===== src/slpo_pkg.sv =====
package slpo_pkg;

  // sample and register widths
  localparam int unsigned SampleW = 32;
  localparam int unsigned PcmW    = 16;
  localparam int unsigned CoefW   = 15;
  localparam int unsigned FmtW    = 2;
  localparam int unsigned CfgIdxW = 2;
  localparam int unsigned CfgW    = 15;

  // configuration register indexes
  typedef enum logic [CfgIdxW-1:0] {
    CFG_FILTER_ON  = 2'd0,
    CFG_COEF_A     = 2'd1,
    CFG_OUT_FORMAT = 2'd2,
    CFG_UNUSED     = 2'd3
  } cfg_idx_e;

  // sequencer states
  typedef enum logic [2:0] {
    ST_IDLE,
    ST_ADD1,
    ST_MUL2,
    ST_ADD2,
    ST_FIN
  } state_e;

  // step that a lane performs this cycle
  typedef enum logic [2:0] {
    OP_NONE,
    OP_LOAD,
    OP_ADD1,
    OP_MUL2,
    OP_ADD2
  } lane_op_e;

  // control shared by both lanes
  typedef struct packed {
    lane_op_e op;
    logic     filter_on;
    logic     clear;
  } lane_ctrl_t;

endpackage


===== src/slpo_lane.sv =====
module slpo_lane (
  input  logic                                  clk_i,
  input  logic                                  rst_ni,
  input  slpo_pkg::lane_ctrl_t                  ctrl_i,
  input  logic        [slpo_pkg::CoefW-1:0]     coef_i,
  input  logic signed [slpo_pkg::SampleW-1:0]   x_i,
  output logic signed [slpo_pkg::SampleW-1:0]   y_o
);
  import slpo_pkg::*;

  localparam int unsigned DiffW = SampleW + 1;
  localparam int unsigned ProdW = DiffW + CoefW + 1;
  localparam int unsigned SumW  = ProdW + 1;

  logic signed [SampleW-1:0] hist_q [2];
  logic signed [SampleW-1:0] y_q;
  logic signed [ProdW-1:0]   prod_q;
  logic signed [ProdW-1:0]   prod_d;
  logic signed [DiffW-1:0]   diff;
  logic signed [CoefW:0]     coef_s;
  logic        [SumW-1:0]    sum;
  logic        [SumW-1:0]    rnd;
  logic signed [SampleW-1:0] y_new;

  // multiplier operand: h - x for the active pole stage
  always_comb begin
    if (ctrl_i.op == OP_LOAD) begin
      diff = {hist_q[0][SampleW-1], hist_q[0]} - {x_i[SampleW-1], x_i};
    end else begin
      diff = {hist_q[1][SampleW-1], hist_q[1]} - {y_q[SampleW-1], y_q};
    end
  end

  assign coef_s = {1'b0, coef_i};
  assign prod_d = coef_s * diff;

  // x*32768 + product, then divide by 32768 truncating toward zero
  assign sum   = {{(SumW-SampleW-CoefW){y_q[SampleW-1]}}, y_q, {CoefW{1'b0}}}
               + {prod_q[ProdW-1], prod_q};
  assign rnd   = sum[SumW-1] ? sum + SumW'({CoefW{1'b1}}) : sum;
  assign y_new = rnd[CoefW +: SampleW];

  // history of the two pole stages
  always_ff @(posedge clk_i or negedge rst_ni) begin
    if (!rst_ni) begin
      hist_q[0] <= '0;
      hist_q[1] <= '0;
    end else if (ctrl_i.clear || (ctrl_i.op == OP_LOAD && !ctrl_i.filter_on)) begin
      hist_q[0] <= '0;
      hist_q[1] <= '0;
    end else if (ctrl_i.op == OP_ADD1) begin
      hist_q[0] <= y_new;
    end else if (ctrl_i.op == OP_ADD2) begin
      hist_q[1] <= y_new;
    end
  end

  // working sample and product
  always_ff @(posedge clk_i) begin
    unique case (ctrl_i.op)
      OP_LOAD: begin
        y_q    <= x_i;
        prod_q <= prod_d;
      end
      OP_ADD1: y_q    <= y_new;
      OP_MUL2: prod_q <= prod_d;
      OP_ADD2: y_q    <= y_new;
      default: ;
    endcase
  end

  assign y_o = y_q;

endmodule


===== src/slpo_merge.sv =====
module slpo_merge (
  input  logic signed [slpo_pkg::SampleW-1:0] left_i,
  input  logic signed [slpo_pkg::SampleW-1:0] right_i,
  input  logic        [slpo_pkg::FmtW-1:0]    format_i,
  output logic signed [slpo_pkg::PcmW-1:0]    out_left_o,
  output logic signed [slpo_pkg::PcmW-1:0]    out_right_o
);
  import slpo_pkg::*;

  localparam int unsigned TopW = SampleW - 8 - PcmW + 1;

  logic mono;
  logic eight;

  // shift by 8, saturate to 16 bits, optional offset-binary byte
  function automatic logic [PcmW-1:0] to_pcm(input logic [SampleW-1:0] v, input logic e8);
    logic [TopW-1:0] top;
    logic [PcmW-1:0] s;
    top = v[SampleW-1 -: TopW];
    if (top == '0 || top == '1) begin
      s = v[8 +: PcmW];
    end else if (v[SampleW-1]) begin
      s = {1'b1, {(PcmW-1){1'b0}}};
    end else begin
      s = {1'b0, {(PcmW-1){1'b1}}};
    end
    if (e8) begin
      s = {8'd0, ~s[PcmW-1], s[PcmW-2:8]};
    end
    return s;
  endfunction

  assign mono  = format_i[0];
  assign eight = format_i[1];

  // left always, right only in stereo formats
  assign out_left_o  = to_pcm(left_i, eight);
  assign out_right_o = mono ? '0 : to_pcm(right_i, eight);

endmodule


===== src/stereo_lowpass_output_stage.sv =====
// stereo low-pass output stage
// input channel: in_valid_i/in_ready_o carry one stereo pair (mix_left_i,
// mix_right_i, block_end_i); output channel: out_valid_o/out_ready_i carry
// one pcm pair (out_left_o, out_right_o, block_last_o) per input pair.
// configuration: cfg_we_i writes cfg_data_i to register cfg_idx_i
// (0 filter_on, 1 coef_a, 2 out_format); writing coef_a clears the
// filter history.
// with the filter on, one lane per channel runs its two pole stages
// through its own multiplier, the first multiply in the accept cycle,
// then add, multiply and add cycles, then a format cycle that loads the
// output register and overlaps the next accept.
// with the filter off a pair goes straight to the format step, and a
// pair is taken every cycle while the output register is free.
// the next pair is accepted in the cycle the output register is loaded.
// when the receiver stalls, the result waits in the output register and
// the sequencer holds in its format step, where it takes no input.
// reset clears the config registers, the history and all valid state.
module stereo_lowpass_output_stage (
  input  logic                                 clk_i,
  input  logic                                 rst_ni,
  input  logic                                 cfg_we_i,
  input  logic        [slpo_pkg::CfgIdxW-1:0]  cfg_idx_i,
  input  logic        [slpo_pkg::CfgW-1:0]     cfg_data_i,
  input  logic                                 in_valid_i,
  output logic                                 in_ready_o,
  input  logic signed [slpo_pkg::SampleW-1:0]  mix_left_i,
  input  logic signed [slpo_pkg::SampleW-1:0]  mix_right_i,
  input  logic                                 block_end_i,
  output logic                                 out_valid_o,
  input  logic                                 out_ready_i,
  output logic signed [slpo_pkg::PcmW-1:0]     out_left_o,
  output logic signed [slpo_pkg::PcmW-1:0]     out_right_o,
  output logic                                 block_last_o
);
  import slpo_pkg::*;

  state_e            state_q, state_d;
  logic              filter_on_q;
  logic [CoefW-1:0]  coef_a_q;
  logic [FmtW-1:0]   out_format_q;
  logic              block_q;
  logic              out_valid_q;
  logic [PcmW-1:0]   out_left_q, out_right_q;
  logic              out_last_q;
  logic              out_free;
  logic              accept;
  logic              out_load;
  lane_ctrl_t        ctrl;
  logic signed [SampleW-1:0] y_left, y_right;
  logic signed [PcmW-1:0]    pcm_left, pcm_right;

  // configuration registers
  always_ff @(posedge clk_i or negedge rst_ni) begin
    if (!rst_ni) begin
      filter_on_q  <= 1'b0;
      coef_a_q     <= '0;
      out_format_q <= '0;
    end else if (cfg_we_i) begin
      unique case (cfg_idx_e'(cfg_idx_i))
        CFG_FILTER_ON:  filter_on_q  <= cfg_data_i[0];
        CFG_COEF_A:     coef_a_q     <= cfg_data_i[CoefW-1:0];
        CFG_OUT_FORMAT: out_format_q <= cfg_data_i[FmtW-1:0];
        default: ;
      endcase
    end
  end

  assign out_free = !out_valid_q || out_ready_i;

  // next state
  always_comb begin
    state_d = state_q;
    unique case (state_q)
      ST_IDLE: begin
        if (in_valid_i) state_d = filter_on_q ? ST_ADD1 : ST_FIN;
      end
      ST_ADD1: state_d = ST_MUL2;
      ST_MUL2: state_d = ST_ADD2;
      ST_ADD2: state_d = ST_FIN;
      ST_FIN: begin
        if (out_free) begin
          if (in_valid_i) state_d = filter_on_q ? ST_ADD1 : ST_FIN;
          else            state_d = ST_IDLE;
        end
      end
      default: state_d = ST_IDLE;
    endcase
  end

  // sequencer outputs
  always_comb begin
    in_ready_o = 1'b0;
    out_load   = 1'b0;
    ctrl.op    = OP_NONE;
    unique case (state_q)
      ST_IDLE: in_ready_o = 1'b1;
      ST_ADD1: ctrl.op = OP_ADD1;
      ST_MUL2: ctrl.op = OP_MUL2;
      ST_ADD2: ctrl.op = OP_ADD2;
      ST_FIN: begin
        in_ready_o = out_free;
        out_load   = out_free;
      end
      default: ;
    endcase
    accept = in_valid_i && in_ready_o;
    if (accept) ctrl.op = OP_LOAD;
    ctrl.filter_on = filter_on_q;
    ctrl.clear     = cfg_we_i && (cfg_idx_e'(cfg_idx_i) == CFG_COEF_A);
  end

  always_ff @(posedge clk_i or negedge rst_ni) begin
    if (!rst_ni) state_q <= ST_IDLE;
    else         state_q <= state_d;
  end

  // block marker travels with the pair
  always_ff @(posedge clk_i) begin
    if (accept) block_q <= block_end_i;
  end

  // one lane per channel
  slpo_lane u_lane_left (
    .clk_i  (clk_i),
    .rst_ni (rst_ni),
    .ctrl_i (ctrl),
    .coef_i (coef_a_q),
    .x_i    (mix_left_i),
    .y_o    (y_left)
  );

  slpo_lane u_lane_right (
    .clk_i  (clk_i),
    .rst_ni (rst_ni),
    .ctrl_i (ctrl),
    .coef_i (coef_a_q),
    .x_i    (mix_right_i),
    .y_o    (y_right)
  );

  // pcm conversion of both lanes
  slpo_merge u_merge (
    .left_i      (y_left),
    .right_i     (y_right),
    .format_i    (out_format_q),
    .out_left_o  (pcm_left),
    .out_right_o (pcm_right)
  );

  // output register
  always_ff @(posedge clk_i or negedge rst_ni) begin
    if (!rst_ni) begin
      out_valid_q <= 1'b0;
    end else if (out_load) begin
      out_valid_q <= 1'b1;
    end else if (out_ready_i) begin
      out_valid_q <= 1'b0;
    end
  end

  always_ff @(posedge clk_i) begin
    if (out_load) begin
      out_left_q  <= pcm_left;
      out_right_q <= pcm_right;
      out_last_q  <= block_q;
    end
  end

  assign out_valid_o  = out_valid_q;
  assign out_left_o   = out_left_q;
  assign out_right_o  = out_right_q;
  assign block_last_o = out_last_q;

`ifndef NO_ASSERTIONS
  // a stalled result blocks new input in the format step
  a_stall_blocks_input: assert property (@(posedge clk_i) disable iff (!rst_ni)
    (out_valid_o && !out_ready_i && state_q == ST_FIN) |-> !in_ready_o)
    else $error("input accepted while result stalled");

  // filtered transaction starts the pole sequence
  a_filter_sequence: assert property (@(posedge clk_i) disable iff (!rst_ni)
    (in_valid_i && in_ready_o && filter_on_q) |=> state_q == ST_ADD1)
    else $error("filtered transaction did not enter pole sequence");

  // results are only loaded from the format step
  a_load_from_fin: assert property (@(posedge clk_i) disable iff (!rst_ni)
    $rose(out_valid_o) |-> $past(state_q) == ST_FIN)
    else $error("output valid raised outside format step");
`endif

endmodule


===== config.mk =====
export PLATFORM = sky130hd
export DESIGN_NAME = stereo_lowpass_output_stage
export DESIGN_NICKNAME = d
export VERILOG_FILES = /design/src/slpo_pkg.sv /design/src/slpo_lane.sv /design/src/slpo_merge.sv /design/src/stereo_lowpass_output_stage.sv
export SDC_FILE = /design/constraint.sdc
export NUM_CORES = 2
export LEC_CHECK = 0
export BUFFER_PORTS_ARGS = -buffer_cell sky130_fd_sc_hd__buf_2
export CORE_MARGIN = 2
export CORE_UTILIZATION = 53
export CTS_BUF_LIST = sky130_fd_sc_hd__clkbuf_16
export DETAILED_ROUTE_END_ITERATION = 8
export GPL_TIMING_DRIVEN = 0
export PLACE_DENSITY_LB_ADDON = 0.2
export SLEW_MARGIN = 40
export SYNTH_ARGS = -nofsm -noshare
export SYNTH_HDL_FRONTEND = slang
export SYNTH_SLANG_ARGS = --single-unit

===== constraint.sdc =====
create_clock -name clk_i -period 8.71 [get_ports clk_i]
set_clock_uncertainty 0.05 [all_clocks]
set_input_delay 0.871 -clock clk_i [delete_from_list [all_inputs] [get_ports clk_i]]
set_output_delay 0.871 -clock clk_i [all_outputs]
set_load 0.1 [all_outputs]

# Word-level counts from Yosys, hierarchy flattened
# Cells that the tools add are included.
# totals
ff_bits	346
latchBits	0
ramBits	0
mem_bits_ro	0
in_bits	87
output_inout_bits	35
word_cells	102
mem_count	0
# op_classes
n_addsub	8
multipliers	2
n_div	0
order_cmp	0
eq_ne	15
shift	0
n_mux	31
bitwise_logic	2
n_reduce_logical	25
# ops
op	n
$mux 32	6
$sub 32x32->33	4
$mux 64	2
$pmux 32 s2	2
$add 47x49->50	2
$mul 16x33->49	2
$add 47x15->47 const B	2
$mux 47	2
$mux 33	2
$mux 16	4
$eq 9x9->1 const B	2
$logic_not 9->1	2
$mux 8	2
$mux 3	5
$pmux 3 s5	1
$eq 3x2->1 const B	4
$reduce_and 2->1	5
$pmux 3 s3	1
$reduce_bool 2->1	4
$eq 3x1->1 const B	2
$eq 3x3->1 const B	2
$reduce_or 2->1	3
$logic_or 1x1->1	4
$ne 2x2->1 const B	2
10 further kinds	16

# Logic depth before layout (Yosys ltp)
# depth
ltp_word	10
ltp_mapped	39
ltp_nobuf	38

# Hierarchy
# A second synthesis with hierarchy kept.
# hier_totals
hier_cells	6919
hier_area_um2	61128.6
# by_module_without_submodules
mod	instances	cells_each	area_per_inst_um2
slpo_lane at u_lane_left	1	3421	29698.5
slpo_lane at u_lane_right	1	3293	28795.1
stereo_lowpass_output_stage	1	101	1938.1
slpo_merge	1	104	696.9

# Least setup slack after synthesis
# Ideal clock, no wire load.
# synth_path
kind	reg-to-reg
startpoint	reg out_valid_q, in the netlist out_valid_o
endpoint	reg u_lane_right.prod_q[48] (data pin)
t_arrival_ns	10.942
t_required_ns	8.400
path_slack_ns	-2.542
path_stages_with_launch	31
n_path_buf	3
synth_period_minus_slack_ns	11.252
path_cell_list	dfrtp_1 nor2b_1 a21boi_0 nand2_1 inv_1 clkbuf_1 clkbuf_1 mux2i_1 clkbuf_1 nand2_1 fa_1 fa_1 fa_1 inv_1 fa_1 fa_1 inv_1 fa_1 inv_1 ha_1 and4_1 and2_1 a221oi_1 o31ai_1 o31ai_1 o31ai_1 a41o_1 o21a_1 a211o_1 a21oi_1 xnor2_1
# synth_between
elab_chain_len	8
# synth_rtl
item	line	text
start, declared	stereo_lowpass_output_stage.sv:42	logic out_valid_q;
start signal, assigned	stereo_lowpass_output_stage.sv:153	out_valid_q <= 1'b0;
start signal, assigned	stereo_lowpass_output_stage.sv:155	out_valid_q <= 1'b1;
start signal, assigned	stereo_lowpass_output_stage.sv:157	out_valid_q <= 1'b0;
$logic_not 1->1	stereo_lowpass_output_stage.sv:68	assign out_free = !out_valid_q || out_ready_i;
$logic_or 1x1->1	stereo_lowpass_output_stage.sv:68	
$pmux 1 s2	stereo_lowpass_output_stage.sv:95	unique case (state_q)
net in_ready_o	stereo_lowpass_output_stage.sv:25	output logic in_ready_o,
$logic_and 1x1->1	stereo_lowpass_output_stage.sv:106	accept = in_valid_i && in_ready_o;
$mux 3	stereo_lowpass_output_stage.sv:107	if (accept) ctrl.op = OP_LOAD;
$eq 3x1->1	slpo_lane.sv:27	if (ctrl_i.op == OP_LOAD) begin
$mux 33	slpo_lane.sv:27	
$mul 16x33->49	slpo_lane.sv:35	assign prod_d = coef_s * diff;
net u_lane_right.prod_d[48]	slpo_lane.sv:18	logic signed [ProdW-1:0] prod_d;
end signal, assigned	slpo_lane.sv:63	prod_q <= prod_d;
end signal, assigned	slpo_lane.sv:66	OP_MUL2: prod_q <= prod_d;
end, declared	slpo_lane.sv:17	logic signed [ProdW-1:0] prod_q;
# The timed path passes the listed nets, and every way through them passes these cells.
# A chain may end at the register's enable or synchronous reset.

# Worst setup path in the final report
# layout_path
startpoint	reg u_lane_left.hist_q[32] (netlist bit)
endpoint	reg u_lane_left.prod_q[47] (data pin)
# layout_between
elab_chain_len	3
# layout_rtl
item	line	text
start, declared	slpo_lane.sv:15	logic signed [SampleW-1:0] hist_q [2];
$sub 32x32->33	slpo_lane.sv:28	diff = {hist_q[0][SampleW-1], hist_q[0]} - {x_i[SampleW-1], x_i};
$mux 33	slpo_lane.sv:27	
$mul 16x33->49	slpo_lane.sv:35	
net u_lane_left.prod_d[47]	slpo_lane.sv:18	
end signal, assigned	slpo_lane.sv:63	
end signal, assigned	slpo_lane.sv:66	
end, declared	slpo_lane.sv:17	
# The timed path passes the listed nets, and every way through them passes these cells.

==> results.toml <==
[run_status]
run_status = "finished with violations"
violations = "negative setup slack"

[yosys]
synth_largest_area_cell = "sky130_fd_sc_hd__fa_1"
netlist_area_um2 = 59800
synthCells = 6715
syn-mean-instance-area_um2 = 8.90
asyncSetResetFlopFracSynth = 0.434
synth-edff-count = 196
synth_commonest_cells = "sky130_fd_sc_hd__inv_1, sky130_fd_sc_hd__fa_1, sky130_fd_sc_hd__nand2_1, sky130_fd_sc_hd__ha_1, sky130_fd_sc_hd__and2_1"
ys_dominant_reg_cell = "sky130_fd_sc_hd__edfxtp_1"
yosysUniqueCellTypes = 89
synth.top_cell.area_share = 0.315
synth_seq_cells = 346
synth-seq-area-share = 0.161
yosys.cell_count.top_type = "sky130_fd_sc_hd__inv_1"
yosys_warnings = 0
yosys-top-cells-area = "sky130_fd_sc_hd__fa_1, sky130_fd_sc_hd__edfxtp_1, sky130_fd_sc_hd__ha_1"
synth.net_count = 8170

[worst_setup_path]
timing.critical_path.from_type = "register"
crit_fanout = 7
cp_slowest_stage_delay_ns = 0.54
critical-path-slowest-cell = "sky130_fd_sc_hd__fa_1"
worst-path-buf-inv = 10
critical_path.most_common_cell = "sky130_fd_sc_hd__fa_1"
critPathCaptureType = "register"
critPathKind = "register to register"
critical_path_required_ns = 9.08
arrival_ns = 9.96
critical-path-top-delay-family = "adder cells"

[clocking]
tritoncts_num_sinks = 346
worstSkewPairLatency_ns = 0.67
clkSlewWorstSetupHoldPaths_ns = 0.07
cts-root-to-sink-buffers = 3
clock_tree_from_tritoncts = "done"
numCtsBuffers = 44
ctsHtreeMaxLevel = 2
clockRootBuffer = "sky130_fd_sc_hd__clkbuf_16"

[global_routing]
grt_start_max_net_pins = 63
grt_first_pass_wirelength_mm = 318
globalRouteTotalUtil = 0.367
grt_pass1_vias = 52107
grt_overflow_total = 0
grt_antenna_before_repair = 8

[sta]
setup_violations = 31
fmax_ghz = 0.104
setup_tns_ns = -12.12
max_slew_margin = 0.338
fin_crit_ns = 9.59
hold_violations_final = 0
min_period_over_period = 1.10
finalMaxSlewViolations = 0
setup_ws_ns = -0.876
grt_setup_unrepaired = "yes"
tightest_slew_ns = 0.993

[drt]
route.antenna.remaining_nets = 0
vias = 51142
drtPass1Iterations = 6
wirelength_mm = 211
route.detailed.wl_per_inst_um = 24.3
viasPerCell = 5.88
drt_iter0_markers = 4803
drc_errors = 0

[die]
site_row_count = 123
fp.dieW_um = 340
dieArea_um2 = 115000
top_level_pins = 122
core_area_um2 = 112000
initial_utilization = 0.533
fp.dieH_um = 340

[place]
dpl.hpwl_mm = 168
detailedPlace.worstSlack_ns = -2.92
routabilityCongestion = 0.980
portBuffers = 121
placed_instance_count = 8350

[worst_hold_path]
hold_path_class = "input pin to async pin"

[finish]
drive_above_1_share = 0.154
finish.net_count = 8603
area_delta_synth_final_pct = 17.4
post-route-util = 0.625
finish.cell_count_without_fillers = 8696

[run]
drv_cap = 0
[cells in the final DEF, fill, tap and decap left out, types with 196 or more instances in the layout]
cell,synthesis,routed
sky130_fd_sc_hd__a21oi_1,279,196
sky130_fd_sc_hd__and2_1,413,407
sky130_fd_sc_hd__buf_4,1,209
sky130_fd_sc_hd__edfxtp_1,196,196
sky130_fd_sc_hd__fa_1,940,902
sky130_fd_sc_hd__ha_1,428,365
sky130_fd_sc_hd__inv_1,1210,1177
sky130_fd_sc_hd__nand2_1,918,897
sky130_fd_sc_hd__nor2_1,228,214
sky130_fd_sc_hd__o21ai_0,298,234
[final cells by class]
cell class	count	area, µm²
buffer	288	1660
clock buffer	47	1180
sequential	346	9640
antenna	12	30.0
fill	9576	42100
tap	1500	1880
clock inverter	35	348
inverter	1210	4560
multi-input combinational	4867	47700
timing repair buffer	391	3110
[registers in the layout (all words and copies together), names as in the netlist, 2 cells and up]
| name | flops |
|---|---|
| out_right_o | 16 |
| state_q | 3 |
| u_lane_left.y_o | 32 |
| u_lane_right.hist_q | 64 |
| coef_a_q | 15 |
| u_lane_right.prod_q | 49 |
| out_left_o | 16 |
| u_lane_left.hist_q | 64 |
| u_lane_right.y_o | 32 |
| u_lane_left.prod_q | 49 |
| out_format_q | 2 |
[worst register-to-register path: cells and delay by family (launching register included)]
family	cells	cell delay, ns
AO/OA/AOI/OAI	14	3.06
XOR/XNOR	2	0.17
adder cells (fa/ha/maj)	9	3.58
buffers and inverters	10	1.25
flip-flops	1	0.39
AND/OR/NAND/NOR	6	0.84
[metrics by stage]
step / cell area (µm²) / hold slack, ns
finish: 70100 / 0.0797
global route: 70100 / 0.0903
CTS: 68600 / 0.0651
detailed placement: 63300 / 0.361
global placement: 62700 / 0.353
floorplan: 60200 / 0.350
[kinds of logic (layout without fill, tap and decap cells)]
| group | after synthesis | in the layout | share of synthesized area |
|---|---|---|---|
| XOR/XNOR | 282 | 282 | 0.0413 |
| buffers and inverters | 1502 | 1971 | 0.0946 |
| adder cells (fa/ha/maj) | 1368 | 1368 | 0.405 |
| flip-flops | 346 | 346 | 0.161 |
| AND/OR/NAND/NOR | 2014 | 2014 | 0.163 |
| other | 0 | 12 | 0 |
| AO/OA/AOI/OAI | 1152 | 1152 | 0.126 |
| multiplexers | 51 | 51 | 0.00902 |
[per-layer routing]
| layer | wire length [µm] | up-vias | GRT usage |
|---|---|---|---|
| li1 | - | 22423 | - |
| met5 | 14 | - | 0 |
| met4 | 17800 | 2 | 0.247 |
| met2 | 93800 | 2449 | 0.566 |
| met3 | 18400 | 644 | 0.0715 |
| met1 | 81000 | 25624 | 0.470 |
[what timing repair did]
| action | 4_1_cts | 5_1_grt |
|---|---|---|
| resized for setup | 505 | 235 |
| hold buffers | 0 | 0 |
| gates cloned | 2 | 0 |
| setup buffers | 182 | 83 |
| endpoints found under the setup margin | 68 | 56 |
| pin swaps | 223 | 210 |
[path summary, 6_finish.rpt]
path | start | end | slack [ns] | cells past startpoint
max | u_lane_left.hist_q[32] | u_lane_left.prod_q[47] | -0.88 | 41
min | rst_ni | u_lane_right.hist_q[33] | 0.08 | 1
max reg2reg | u_lane_left.hist_q[32] | u_lane_left.prod_q[47] | -0.88 | 41
min reg2reg | block_q | block_last_o | 0.38 | 0
max in group asynchronous | rst_ni | coef_a_q[10] | 7.51 | 3
min in group clk_i | block_end_i | block_q | 0.33 | 1
Power is not shown: default switching activity piles up to over one toggle a cycle in this logic, so the estimate is an artifact.
